<file path="config.mk">
export PLATFORM = sky130hd
export DESIGN_NAME = particulate_calibrate_and_grade
export DESIGN_NICKNAME = d
export VERILOG_FILES = /design/src/sv/pcg_pkg.sv /design/src/sv/pcg_front.sv /design/src/sv/pcg_fifo.sv /design/src/sv/pcg_back.sv /design/src/sv/particulate_calibrate_and_grade.sv
export SDC_FILE = /design/constraint.sdc
export NUM_CORES = 1
export LEC_CHECK = 0
export ABC_AREA = 1
export BUFFER_PORTS_ARGS = -buffer_cell sky130_fd_sc_hd__buf_2
export CORE_MARGIN = 1.5
export CORE_UTILIZATION = 35
export CTS_CLUSTER_DIAMETER = 30
export DETAILED_ROUTE_END_ITERATION = 8
export GPL_TIMING_DRIVEN = 0
export HOLD_SLACK_MARGIN = 0.05
export PLACE_DENSITY = 0.56
export SLEW_MARGIN = 20
export SYNTH_ARGS = -nofsm -noshare
export SYNTH_HDL_FRONTEND = slang
export SYNTH_SLANG_ARGS = --single-unit
</file>
<file path="constraint.sdc">
create_clock -name clock -period 12.8 [get_ports clock]
set_input_delay 2.56 -clock clock [delete_from_list [all_inputs] [get_ports clock]]
set_output_delay 2.56 -clock clock [all_outputs]
set_load 0.01 [all_outputs]
</file>
<file path="src/sv/pcg_pkg.sv">
// Shared types, calibration table and grading function for the particulate calibrate block.
package pcg_pkg;

   localparam int unsigned SegCount = 13;

   localparam logic [12:0] DUTY_SAT      = 13'd5000;
   localparam logic [16:0] CAL_CAP       = 17'd120000;
   localparam logic [9:0]  DISPLAY_MAX   = 10'd1023;
   // Reciprocal constants: x*6554 >> 16 is x/10 and t*167773 >> 24 is t/100 over the
   // ranges used here.
   localparam logic [12:0] RECIP_TEN     = 13'd6554;
   localparam logic [17:0] RECIP_HUNDRED = 18'd167773;

   localparam logic [11:0] SEG_TOP [SegCount] = '{
      12'd100, 12'd130, 12'd230, 12'd460, 12'd580, 12'd860, 12'd1200,
      12'd1390, 12'd1680, 12'd1950, 12'd2200, 12'd2360, 12'd2500};
   localparam logic [7:0] SEG_MUL [SegCount] = '{
      8'd40, 8'd33, 8'd10, 8'd4, 8'd17, 8'd11, 8'd18,
      8'd63, 8'd52, 8'd70, 8'd64, 8'd100, 8'd136};
   localparam logic signed [19:0] SEG_ADD [SegCount] = '{
      20'sd0, 20'sd700, 20'sd3700, 20'sd5000, -20'sd700, 20'sd2800, -20'sd3200,
      -20'sd57800, -20'sd41900, -20'sd73200, -20'sd60800, -20'sd140000, -20'sd224300};

   typedef struct packed {
      logic [13:0] duty;
      logic [9:0]  outside_pm;
      logic        outside_valid;
   } req_type;

   typedef struct packed {
      logic [9:0] display_pm;
      logic [2:0] grade;
      logic [8:0] duty_tenths;
   } rsp_type;

   // Calibrated and adjusted value handed from the front end to the back end.
   typedef struct packed {
      logic [10:0] value;
      logic [8:0]  duty_tenths;
   } work_type;

   typedef struct packed {
      logic [3:0] index;
      logic       above;
   } seg_sel_type;

   function automatic seg_sel_type seg_select(input logic [12:0] x);
      seg_sel_type sel;
      sel.index = 4'(SegCount - 1);
      sel.above = (x > 13'(SEG_TOP[SegCount - 1]));
      for (int i = SegCount - 1; i >= 0; i--) begin
         if (x <= 13'(SEG_TOP[i])) begin
            sel.index = 4'(i);
         end
      end
      return sel;
   endfunction

   // Six-level grade with hysteresis; once graded, moves at most one level per report.
   function automatic logic [2:0] next_grade(input logic [9:0] d, input logic [2:0] l);
      logic [2:0] g;
      if (d <= 10'd50) begin
         if (l <= 3'd1) g = 3'd1;
         else if (l == 3'd2) g = (d <= 10'd45) ? 3'd1 : 3'd2;
         else g = l - 3'd1;
      end else if (d <= 10'd100) begin
         if (l <= 3'd1) g = (d <= 10'd55) ? 3'd1 : 3'd2;
         else if (l == 3'd2) g = 3'd2;
         else if (l == 3'd3) g = (d <= 10'd95) ? 3'd2 : 3'd3;
         else g = l - 3'd1;
      end else if (d <= 10'd150) begin
         if (l <= 3'd1) g = l + 3'd1;
         else if (l == 3'd2) g = (d <= 10'd105) ? 3'd2 : 3'd3;
         else if (l == 3'd3) g = 3'd3;
         else if (l == 3'd4) g = (d <= 10'd145) ? 3'd3 : 3'd4;
         else g = l - 3'd1;
      end else if (d <= 10'd200) begin
         if (l <= 3'd2) g = l + 3'd1;
         else if (l == 3'd3) g = (d <= 10'd155) ? 3'd3 : 3'd4;
         else if (l == 3'd4) g = 3'd4;
         else if (l == 3'd5) g = (d <= 10'd195) ? 3'd4 : 3'd5;
         else g = l - 3'd1;
      end else if (d <= 10'd300) begin
         if (l <= 3'd3) g = l + 3'd1;
         else if (l == 3'd4) g = (d <= 10'd205) ? 3'd4 : 3'd5;
         else if (l == 3'd5) g = 3'd5;
         else if (l == 3'd6) g = (d <= 10'd295) ? 3'd5 : 3'd6;
         else g = l;
      end else begin
         if (l <= 3'd4) g = l + 3'd1;
         else if (l == 3'd5) g = (d <= 10'd305) ? 3'd5 : 3'd6;
         else g = l;
      end
      if (g > 3'd6) g = 3'd6;
      return g;
   endfunction

endpackage

</file>
<file path="src/sv/pcg_front.sv">
// Front end: accepts reports, calibrates the duty and applies the outside-reading adjustment.
module pcg_front (
   input  logic             clock,
   input  logic             reset,
   input  logic             req_valid,
   output logic             req_ready,
   input  pcg_pkg::req_type req_data,
   output logic             push_valid,
   input  logic             push_ready,
   output pcg_pkg::work_type push_data
);
   import pcg_pkg::*;

   function automatic logic [10:0] adjust(input logic [10:0] v_in, input logic [9:0] o_in);
      logic [10:0] v;
      logic [10:0] o;
      logic [10:0] d;
      v = v_in;
      o = {1'b0, o_in};
      if (o > v && (o - v) <= 11'd5 && o > 11'd5) v = o - 11'd5;
      d = v - o;
      if (v > o) begin
         if (d < 11'd3) begin
            if (v > 11'd3) v = v - 11'd3;
         end else if (d <= 11'd15) begin
            if (v > 11'd8) v = v - 11'd8;
            else v = o;
         end else begin
            v = v - 11'd15;
         end
      end
      return v;
   endfunction

   // Stage one: segment multiply and clamp.
   logic        s1_valid_ff, s1_valid_in;
   logic [16:0] s1_cal_ff, s1_cal_in;
   logic [8:0]  s1_tenths_ff, s1_tenths_in;
   logic [9:0]  s1_opm_ff;
   logic        s1_ok_ff;
   // Stage two: divide by one hundred.
   logic        s2_valid_ff, s2_valid_in;
   logic [10:0] s2_value_ff, s2_value_in;
   logic [8:0]  s2_tenths_ff;
   logic [9:0]  s2_opm_ff;
   logic        s2_ok_ff;

   logic        s1_move, s2_move;
   logic [12:0] x_sat;
   seg_sel_type sel;
   logic [20:0] prod;
   logic signed [21:0] t_wide;
   logic [25:0] tenths_prod;
   logic [34:0] hundred_prod;

   assign s2_move   = !s2_valid_ff || push_ready;
   assign s1_move   = !s1_valid_ff || s2_move;
   assign req_ready = s1_move;

   always_comb begin
      x_sat = (req_data.duty > 14'(DUTY_SAT)) ? DUTY_SAT : req_data.duty[12:0];
      sel   = seg_select(x_sat);
      prod  = 21'(x_sat) * 21'(SEG_MUL[sel.index]);
      t_wide = $signed({1'b0, prod}) + 22'(SEG_ADD[sel.index]);
      if (sel.above || t_wide > 22'sd120000) begin
         s1_cal_in = CAL_CAP;
      end else if (t_wide < 22'sd0) begin
         s1_cal_in = 17'd0;
      end else begin
         s1_cal_in = t_wide[16:0];
      end
      tenths_prod  = 26'(x_sat) * 26'(RECIP_TEN);
      s1_tenths_in = tenths_prod[24:16];
      s1_valid_in  = s1_move ? req_valid : s1_valid_ff;

      hundred_prod = 35'(s1_cal_ff) * 35'(RECIP_HUNDRED);
      s2_value_in  = hundred_prod[34:24];
      s2_valid_in  = s2_move ? s1_valid_ff : s2_valid_ff;
   end

   always_ff @(posedge clock) begin
      if (reset) begin
         s1_valid_ff <= 1'b0;
         s2_valid_ff <= 1'b0;
      end else begin
         s1_valid_ff <= s1_valid_in;
         s2_valid_ff <= s2_valid_in;
      end
      if (s1_move) begin
         s1_cal_ff    <= s1_cal_in;
         s1_tenths_ff <= s1_tenths_in;
         s1_opm_ff    <= req_data.outside_pm;
         s1_ok_ff     <= req_data.outside_valid;
      end
      if (s2_move) begin
         s2_value_ff  <= s2_value_in;
         s2_tenths_ff <= s1_tenths_ff;
         s2_opm_ff    <= s1_opm_ff;
         s2_ok_ff     <= s1_ok_ff;
      end
   end

   assign push_valid            = s2_valid_ff;
   assign push_data.value       = s2_ok_ff ? adjust(s2_value_ff, s2_opm_ff) : s2_value_ff;
   assign push_data.duty_tenths = s2_tenths_ff;

endmodule

</file>
<file path="src/sv/pcg_fifo.sv">
// Two-entry queue between the front end and the back end.
module pcg_fifo (
   input  logic              clock,
   input  logic              reset,
   input  logic              push_valid,
   output logic              push_ready,
   input  pcg_pkg::work_type push_data,
   output logic              pop_valid,
   input  logic              pop_ready,
   output pcg_pkg::work_type pop_data
);
   import pcg_pkg::*;

   work_type   entry_ff [2];
   logic       wr_ptr_ff, wr_ptr_in;
   logic       rd_ptr_ff, rd_ptr_in;
   logic [1:0] count_ff, count_in;
   logic       push, pop;

   assign push_ready = (count_ff != 2'd2);
   assign pop_valid  = (count_ff != 2'd0);
   assign pop_data   = entry_ff[rd_ptr_ff];
   assign push       = push_valid && push_ready;
   assign pop        = pop_valid && pop_ready;

   always_comb begin
      wr_ptr_in = push ? !wr_ptr_ff : wr_ptr_ff;
      rd_ptr_in = pop ? !rd_ptr_ff : rd_ptr_ff;
      count_in  = count_ff + 2'(push) - 2'(pop);
   end

   always_ff @(posedge clock) begin
      if (reset) begin
         wr_ptr_ff <= 1'b0;
         rd_ptr_ff <= 1'b0;
         count_ff  <= 2'd0;
      end else begin
         wr_ptr_ff <= wr_ptr_in;
         rd_ptr_ff <= rd_ptr_in;
         count_ff  <= count_in;
      end
      if (push) begin
         entry_ff[wr_ptr_ff] <= push_data;
      end
   end

endmodule

</file>
<file path="src/sv/pcg_back.sv">
// Back end: slew limiting, grading, startup blanking and the result register.
module pcg_back (
   input  logic              clock,
   input  logic              reset,
   input  logic [1:0]        blank_reports,
   input  logic              pop_valid,
   output logic              pop_ready,
   input  pcg_pkg::work_type pop_data,
   output logic              rsp_valid,
   input  logic              rsp_ready,
   output pcg_pkg::rsp_type  rsp_data
);
   import pcg_pkg::*;

   logic       out_valid_ff, out_valid_in;
   rsp_type    out_ff, out_in;
   logic [9:0] prev_display_ff, prev_display_in;
   logic [2:0] prev_grade_ff, prev_grade_in;
   logic [1:0] reports_done_ff, reports_done_in;

   logic        fire, up, blank;
   logic [10:0] diff;
   logic [23:0] diff_prod;
   logic [8:0]  step;
   logic [11:0] raised;
   logic [9:0]  disp;
   logic [2:0]  grade;

   assign pop_ready = !out_valid_ff || rsp_ready;
   assign fire      = pop_valid && pop_ready;

   always_comb begin
      up        = pop_data.value > {1'b0, prev_display_ff};
      diff      = up ? pop_data.value - {1'b0, prev_display_ff}
                     : {1'b0, prev_display_ff} - pop_data.value;
      diff_prod = 24'(diff) * 24'(RECIP_TEN);
      step      = {1'b0, diff_prod[23:16]} + 9'd1;
      raised    = {2'b00, prev_display_ff} + 12'(step);
      if (diff == 11'd0) begin
         disp = prev_display_ff;
      end else if (up) begin
         disp = (raised > 12'(DISPLAY_MAX)) ? DISPLAY_MAX : raised[9:0];
      end else begin
         disp = prev_display_ff - step[9:0];
      end
      grade = next_grade(disp, prev_grade_ff);
      blank = reports_done_ff < blank_reports;

      out_in.display_pm  = blank ? 10'd0 : disp;
      out_in.grade       = grade;
      out_in.duty_tenths = pop_data.duty_tenths;

      out_valid_in    = fire || (out_valid_ff && !rsp_ready);
      prev_display_in = fire ? out_in.display_pm : prev_display_ff;
      prev_grade_in   = fire ? grade : prev_grade_ff;
      reports_done_in = (fire && blank) ? reports_done_ff + 2'd1 : reports_done_ff;
   end

   always_ff @(posedge clock) begin
      if (reset) begin
         out_valid_ff    <= 1'b0;
         prev_display_ff <= 10'd0;
         prev_grade_ff   <= 3'd0;
         reports_done_ff <= 2'd0;
      end else begin
         out_valid_ff    <= out_valid_in;
         prev_display_ff <= prev_display_in;
         prev_grade_ff   <= prev_grade_in;
         reports_done_ff <= reports_done_in;
      end
      if (fire) begin
         out_ff <= out_in;
      end
   end

   assign rsp_valid = out_valid_ff;
   assign rsp_data  = out_ff;

`ifndef SYNTH
   a_grade_range: assert property (@(posedge clock) disable iff (reset)
      out_valid_ff |-> (out_ff.grade >= 3'd1 && out_ff.grade <= 3'd6))
      else $error("grade out of range");
   a_blank_zero: assert property (@(posedge clock) disable iff (reset)
      (fire && reports_done_ff < blank_reports) |=> (out_ff.display_pm == 10'd0))
      else $error("display not blanked during startup");
   a_prev_tracks: assert property (@(posedge clock) disable iff (reset)
      fire |=> (prev_display_ff == out_ff.display_pm && prev_grade_ff == out_ff.grade))
      else $error("stored state differs from delivered result");
`endif

endmodule

</file>
<file path="src/sv/particulate_calibrate_and_grade.sv">
// Top level of the particulate calibrate and grade block.
// Takes one report per cycle while results are taken and delivers one result per
// report, in order. A report passes two front-end stages (segment multiply, then
// divide by one hundred and the outside-reading adjustment), a two-entry queue and
// the back end's result register before its result is offered. The sustained rate
// is set by the back end, which updates the previous display value and grade for each
// report it takes. The user must write the blanking register through csr_wr_en and
// csr_wr_data only while the block is idle; the block itself does not enforce it.
module particulate_calibrate_and_grade (
   input  logic             clock,
   input  logic             reset,
   input  logic             req_valid,
   output logic             req_ready,
   input  pcg_pkg::req_type req_data,
   output logic             rsp_valid,
   input  logic             rsp_ready,
   output pcg_pkg::rsp_type rsp_data,
   input  logic             csr_wr_en,
   input  logic [1:0]       csr_wr_data
);
   import pcg_pkg::*;

   logic [1:0] blank_reports_ff, blank_reports_in;
   logic       push_valid, push_ready, pop_valid, pop_ready;
   work_type   push_data, pop_data;

   assign blank_reports_in = csr_wr_en ? csr_wr_data : blank_reports_ff;

   always_ff @(posedge clock) begin
      if (reset) begin
         blank_reports_ff <= 2'd3;
      end else begin
         blank_reports_ff <= blank_reports_in;
      end
   end

   pcg_front u_front (
      .clock      (clock),
      .reset      (reset),
      .req_valid  (req_valid),
      .req_ready  (req_ready),
      .req_data   (req_data),
      .push_valid (push_valid),
      .push_ready (push_ready),
      .push_data  (push_data)
   );

   pcg_fifo u_fifo (
      .clock      (clock),
      .reset      (reset),
      .push_valid (push_valid),
      .push_ready (push_ready),
      .push_data  (push_data),
      .pop_valid  (pop_valid),
      .pop_ready  (pop_ready),
      .pop_data   (pop_data)
   );

   pcg_back u_back (
      .clock         (clock),
      .reset         (reset),
      .blank_reports (blank_reports_ff),
      .pop_valid     (pop_valid),
      .pop_ready     (pop_ready),
      .pop_data      (pop_data),
      .rsp_valid     (rsp_valid),
      .rsp_ready     (rsp_ready),
      .rsp_data      (rsp_data)
   );

endmodule

</file>
==> results.ini, run 1 <==
[outcome]
status=completed

[cells_and_area]
layout_commonest_cell=inv_1
diodes=0
n_fill_cell=7605
layout.nets=4079
final_layout_size_suffix_gt1_share_pct=9.68
design_area_um2=29100
register_area_um2=4400
multi_input_area_um2=19400
syn_to_final_growth_pct=10.3
mostFrequentLayoutCells=654 x inv_1, 554 x nand2_1, 449 x ha_1

[clock_network]
clock_path_buffers=2
cts_root_buf=clkbuf_16
cts_sinks=155
cts_tree=done
clk_pin_slew_ns=0.06
insertion_delay_ns=0.48
h-tree-depth=4
ctsHoldBuffers=0
numCtsBuffers=17

[synth]
ys_types=66
synth_edf_count=130
ys_seq_area_share_pct=16.7
async_reset_ff_share_pct=0
yosys_warnings=0
avgSynthCellArea_um2=8.17
synthesis.nets=3972
synth_area_um2=26400
synth-seq-cells=155
synthFlopType=edfxtp_1
synthCells=3228

[global_route]
antenna_found_initial=0
overflow=0
grt_start_max_net_pins=40
groute.usage.overall_pct=18.1
grt_first_pass_wirelength_mm=111
grt_pass1_vias=21120

[drt]
vias_per_cell=4.92
vias=21235
drt-initial-drc-count=1400
wl_per_cell_um=15.7
drt_wl_total_mm=67.8
drcViolationCount=0
ant_nets=0
first_pass_iters=6

[floorplanning]
start_util_pct=35.4
io_pins=56
rows=100
die_y_um=277
die_x_um=277
core-area_um2=74400
die_area_um2=77000

[setup_path]
path_buf_inv=15
cp_common_cell=inv_1
cp-start-kind=input port
cp_top_family=adder cells
worstPathRequired_ns=13.03
crit_slowest_cell=fa_1
worst_setup_path_end_kind=register
critPathKind=input port to register
worstPathMaxFanout=10
max_stage_delay_ns=0.56
arrival_ns=12.38

[timing]
fin_crit_ns=12.15
finalClockSkew_ns=0.0128
worst_pin_slew_ns=0.911
hold_viol=0
setup_viol=0
fmax_mhz=82.3
drv_slew=0
finalCritPeriodShare_pct=94.9
relSlewSlack_pct=38.6
setup_slack_ns=0.648

[placement]
port_buffers=54
dpl_worst_slack_ns=-2.00
placed_cell_area_um2=27900
dp_hpwl_mm=55.9
globalplace.congestion=0.920

[run]
maxCapViolations=0

[min_path]
min_path_type=register to register

[Yosys cell counts, drive strengths merged (3+ instances only)]
cell type  number  area, µm²
a211oi          9       67.6
a21boi          4       30.0
a21o           11       82.6
a21oi         192        991
a221oi          3       26.3
a31oi          17        119
buf            18        143
clkbuf         16       60.1
clkinv          6       23.8
dfxtp          25        500
edfxtp        130       3900
fa            255       5100
ha            457       5720
inv           692       2600
nand2         598       2420
nand3         171        908
nand3b          4       30.0
nand4          36        231
nor2          247       1040
nor3           29        165
nor4            8       50.1
o2111ai         5       43.8
o211ai         15        118
o21a            4       30.0
o21ai         115        621
o21bai         16        120
o221ai          5       43.8
o22ai           3       18.8
o31ai           6       45.0
or2            16        100
xnor2          33        297
xor2           71        622
[per-stage QoR]
stage                     hold WS (ns)  util [%]  cells  TNS (ns)
final                            0.416      39.1   4317         0
after global routing             0.422      39.1   4317  -0.00871
after CTS                        0.420      38.6   4302         0
after detailed placement         0.405      37.5   4254    -32.79
after global placement           0.400      37.4   4251    -41.44
after floorplan                  0.400         -   3228         0
[final timing paths]
check | from | to | slack, ns | cells past startpoint
worst max-delay path | req_data[16] | u_front.s1_cal_ff[1]$_SDFFCE_PP0P_ | 0.65 | 57
worst min-delay path | u_front.s1_tenths_ff[6]$_DFFE_PP_ | u_front.s2_tenths_ff[6]$_DFFE_PP_ | 0.42 | 0
worst max register to register | register | u_back.rsp_data[9]$_DFFE_PP_ | 1.98 | 54
worst min register to register | u_front.s1_tenths_ff[6]$_DFFE_PP_ | u_front.s2_tenths_ff[6]$_DFFE_PP_ | 0.42 | 0
[timing repair]
action,4_1_cts,5_1_grt
gates resized for setup,20,56
gates cloned,0,1
pin swaps,6,15
setup buffers,17,14
endpoints found under the setup margin,17,17
endpoints found under the hold margin,0,0
[worst reg2reg max path, delay by kind of cell, from the launching register on]
family	cells	cell delay, ns
AO/OA/AOI/OAI	6	1.24
XOR/XNOR	2	0.51
adder cells (fa/ha/maj)	9	3.79
buffers and inverters	12	1.32
flip-flops	1	0.38
AND/OR/NAND/NOR	25	3.32
[layout make-up]
type,instances,share of cell area [%]
repair buffers,88,1.99
multi-input cells,2342,66.7
well taps,969,4.17
plain buffers,33,0.701
clock inverters,12,0.469
inverters,698,9.15
clock buffers,20,1.72
flip-flops and latches,155,15.1
[cells by family after synthesis]
kind of cell               count (synthesis)  share of synthesized area (%)
DFF                                      155                           16.7
AOI/OAI and AO/OA                        411                           9.13
buffers and inverters                    732                           10.7
xor gates and xnor gates                 104                           3.48
and+or+nand+nor                         1114                           18.9
adders and majority gates                712                           41.1
[registers in the layout, summed over array words and instances (netlist names), named ones only]
register / count
u_back.prev_grade_ff: 3
u_front.s2_tenths_ff: 9
u_front.s2_opm_ff: 10
u_fifo.count_ff: 2
u_back.rsp_valid: 1
u_fifo.rd_ptr_ff: 1
u_front.s1_tenths_ff: 9
u_fifo.wr_ptr_ff: 1
u_front.push_valid: 1
u_front.s2_value_ff: 11
u_front.s2_ok_ff: 1
u_front.s1_cal_ff: 17
u_front.s1_opm_ff: 10
u_fifo.entry_ff: 40
blank_reports_ff: 2
u_back.rsp_data: 22
u_back.reports_done_ff: 2
u_back.prev_display_ff: 10
u_front.s1_ok_ff: 1
u_front.s1_valid_ff: 1
[layer usage]
metal / up-vias / routed length [µm] / share of wire (%) / GRT usage, %
met4: 0 / 1350 / 2.0 / 4.62
met2: 437 / 31300 / 46 / 29.7
li1: 10582 / - / - / -
met3: 79 / 3240 / 4.8 / 2.59
met1: 10137 / 31900 / 47 / 24.9
met5: - / 0 / 0 / 0
Power of run 1 is not shown: default switching activity piles up to over one toggle a cycle in this logic, so the estimate is an artifact.
==> run 2: changes to the inputs <==
--- a/config.mk
+++ b/config.mk
@@ -9,11 +9,13 @@
 export BUFFER_PORTS_ARGS = -buffer_cell sky130_fd_sc_hd__buf_2
 export CORE_MARGIN = 1.5
 export CORE_UTILIZATION = 35
+export CTS_BUF_LIST = sky130_fd_sc_hd__clkbuf_4 sky130_fd_sc_hd__clkbuf_8
 export CTS_CLUSTER_DIAMETER = 30
 export DETAILED_ROUTE_END_ITERATION = 8
 export GPL_TIMING_DRIVEN = 0
 export HOLD_SLACK_MARGIN = 0.05
 export PLACE_DENSITY = 0.56
+export REMOVE_ABC_BUFFERS = 1
 export SLEW_MARGIN = 20
 export SYNTH_ARGS = -nofsm -noshare
 export SYNTH_HDL_FRONTEND = slang
==> results.ini, run 2 (synthesis gave the netlist of run 1 again) <==
[cells_and_area]
n_fill_cell=7691  ; +1.1%
layout_commonest_cell=inv_1
layout.nets=4045  ; -0.83%
syn_to_final_growth_pct=8.82
final_core_util_pct=38.5  ; -0.52 points
final_layout_size_suffix_gt1_share_pct=9.05  ; -0.62 points
largest_reg_flops=40  ; unchanged
register_area_um2=4400  ; unchanged
mostFrequentLayoutCells=654 x inv_1, 552 x nand2_1, 451 x ha_1
multi_input_area_um2=19400  ; about the same
regMostFlops=u_fifo.entry_ff

[setup_path]
worst_setup_path_end_kind=register
rrSetupSlack_ns=1.32  ; -0.66 ns
crit_end=u_front.s1_cal_ff[16]$_SDFFCE_PP1P_
worstPathMaxFanout=10  ; unchanged
reg2reg_to=u_back.rsp_data[9]$_DFFE_PP_
critPathKind=input port to register
cp_common_cell=a21oi_1
crit_slowest_cell=fa_1
arrival_ns=12.54  ; +0.16 ns
cp-start-kind=input port
worstPathRequired_ns=13.03  ; about the same
max_stage_delay_ns=0.55  ; about the same
cp-startpoint=req_data[16]
r2r_cells=50  ; -7.4%

[clock_network]
insertion_delay_ns=0.52  ; +0.04 ns
clock_path_buffers=2  ; unchanged
cts_sinks=155  ; unchanged
ctsHoldBuffers=0  ; unchanged
clk_pin_slew_ns=0.10  ; +0.04 ns
numCtsBuffers=17  ; unchanged
h-tree-depth=4  ; unchanged
cts_root_buf=clkbuf_8
cts_tree=done

[floorplanning]
die_y_um=277  ; unchanged
die_area_um2=77000  ; unchanged
core-area_um2=74400  ; unchanged
start_util_pct=35.4  ; unchanged
io_pins=56  ; unchanged
rows=100  ; unchanged
die_x_um=277  ; unchanged

[global_route]
groute.usage.overall_pct=17.6  ; -0.52 points
overflow=0  ; unchanged
grt_first_pass_wirelength_mm=109  ; -2.1%
grt_start_max_net_pins=38  ; -5.0%
antenna_found_initial=1  ; +1
grt_pass1_vias=20457  ; -3.1%

[timing]
setup_viol=0  ; unchanged
relSlewSlack_pct=30.3  ; -8.3 points
fin_crit_ns=12.31  ; +0.157 ns
worst_pin_slew_ns=1.05  ; +0.135 ns
fmax_mhz=81.2  ; -1.3%
finalCritPeriodShare_pct=96.2  ; +1.2 points
drv_slew=0  ; unchanged
finalClockSkew_ns=0.0220  ; +0.00922 ns
hold_slack_ns=0.424  ; +0.00726 ns
hold_viol=0  ; unchanged
setup_slack_ns=0.491  ; -0.157 ns

[outcome]
status=completed

[drt]
first_pass_iters=6  ; unchanged
drcViolationCount=0  ; unchanged
drt-initial-drc-count=1290  ; -7.9%
wl_per_cell_um=15.5  ; -0.97%
ant_nets=0  ; unchanged
vias=20958  ; -1.3%
drt_wl_total_mm=66.6  ; -1.7%
vias_per_cell=4.89  ; -0.54%

[min_path]
hp-start=u_front.s1_tenths_ff[2]$_DFFE_PP_
whs_path_depth=0  ; unchanged
min_path_type=register to register

[run]
maxCapViolations=0  ; unchanged

[placement]
globalplace.congestion=0.911  ; -1.1%
dp_hpwl_mm=55.1  ; -1.4%
port_buffers=55  ; +1.9%
dpl_worst_slack_ns=-2.62  ; -0.623 ns

==> run 2: layer usage <==
layer	global-route usage [%]	wire length, µm	part of all wire, %
met1	24.4	31900	48
met2	29.2	30900	46
met3	1.74	2710	4.1
met5	0	0	0
met4	4.21	1080	1.6
==> run 2: cell type report <==
type / count / area share, %
flip-flops and latches: 155 / 15.4
well taps: 969 / 4.23
clock inverters: 15 / 0.715
multi-input cells: 2342 / 67.5
diodes: 1 / 0.00872
clock buffers: 17 / 0.816
repair buffers: 87 / 2.12
inverters: 698 / 9.27
==> run 2: worst max-delay path, delay by kind of cell <==
kind                       cells  cell delay [ns]
AOI/OAI and AO/OA             19             3.31
adders and majority gates      8             3.04
and+or+nand+nor               14             2.04
buffers and inverters         11             1.29
xor gates and xnor gates       2             0.28
==> run 2: worst min-delay path by stage <==
stage,end,slack (ns)
6_report,u_front.s2_tenths_ff[2]$_DFFE_PP_,0.42
5_1_grt,u_front.s2_tenths_ff[2]$_DFFE_PP_,0.43
4_1_cts,u_front.s2_opm_ff[2]$_DFFE_PP_,0.42
3_5_place_dp,u_front.s2_opm_ff[2]$_DFFE_PP_,0.41
3_3_place_gp,u_front.s2_opm_ff[2]$_DFFE_PP_,0.40
2_1_floorplan,u_front.s2_ok_ff$_DFFE_PP_,0.40
==> run 2: metrics by stage <==
step,cells,area (µm²),TNS (ns)
4_1_cts,4274,28500,0
2_1_floorplan,3194,26200,0
3_5_place_dp,4223,27800,-43.58
5_1_grt,4284,28700,-0.463
6_report,4284,28700,0
3_3_place_gp,4218,27600,-42.49
==> run 2: what timing repair did <==
item / in CTS / in global routing
gates cloned: 1 / 0
gates resized for setup: 31 / 37
setup buffers: 18 / 9
pin swaps: 9 / 10
endpoints found under the setup margin: 17 / 17
Power of run 2 is left out for the same reason.
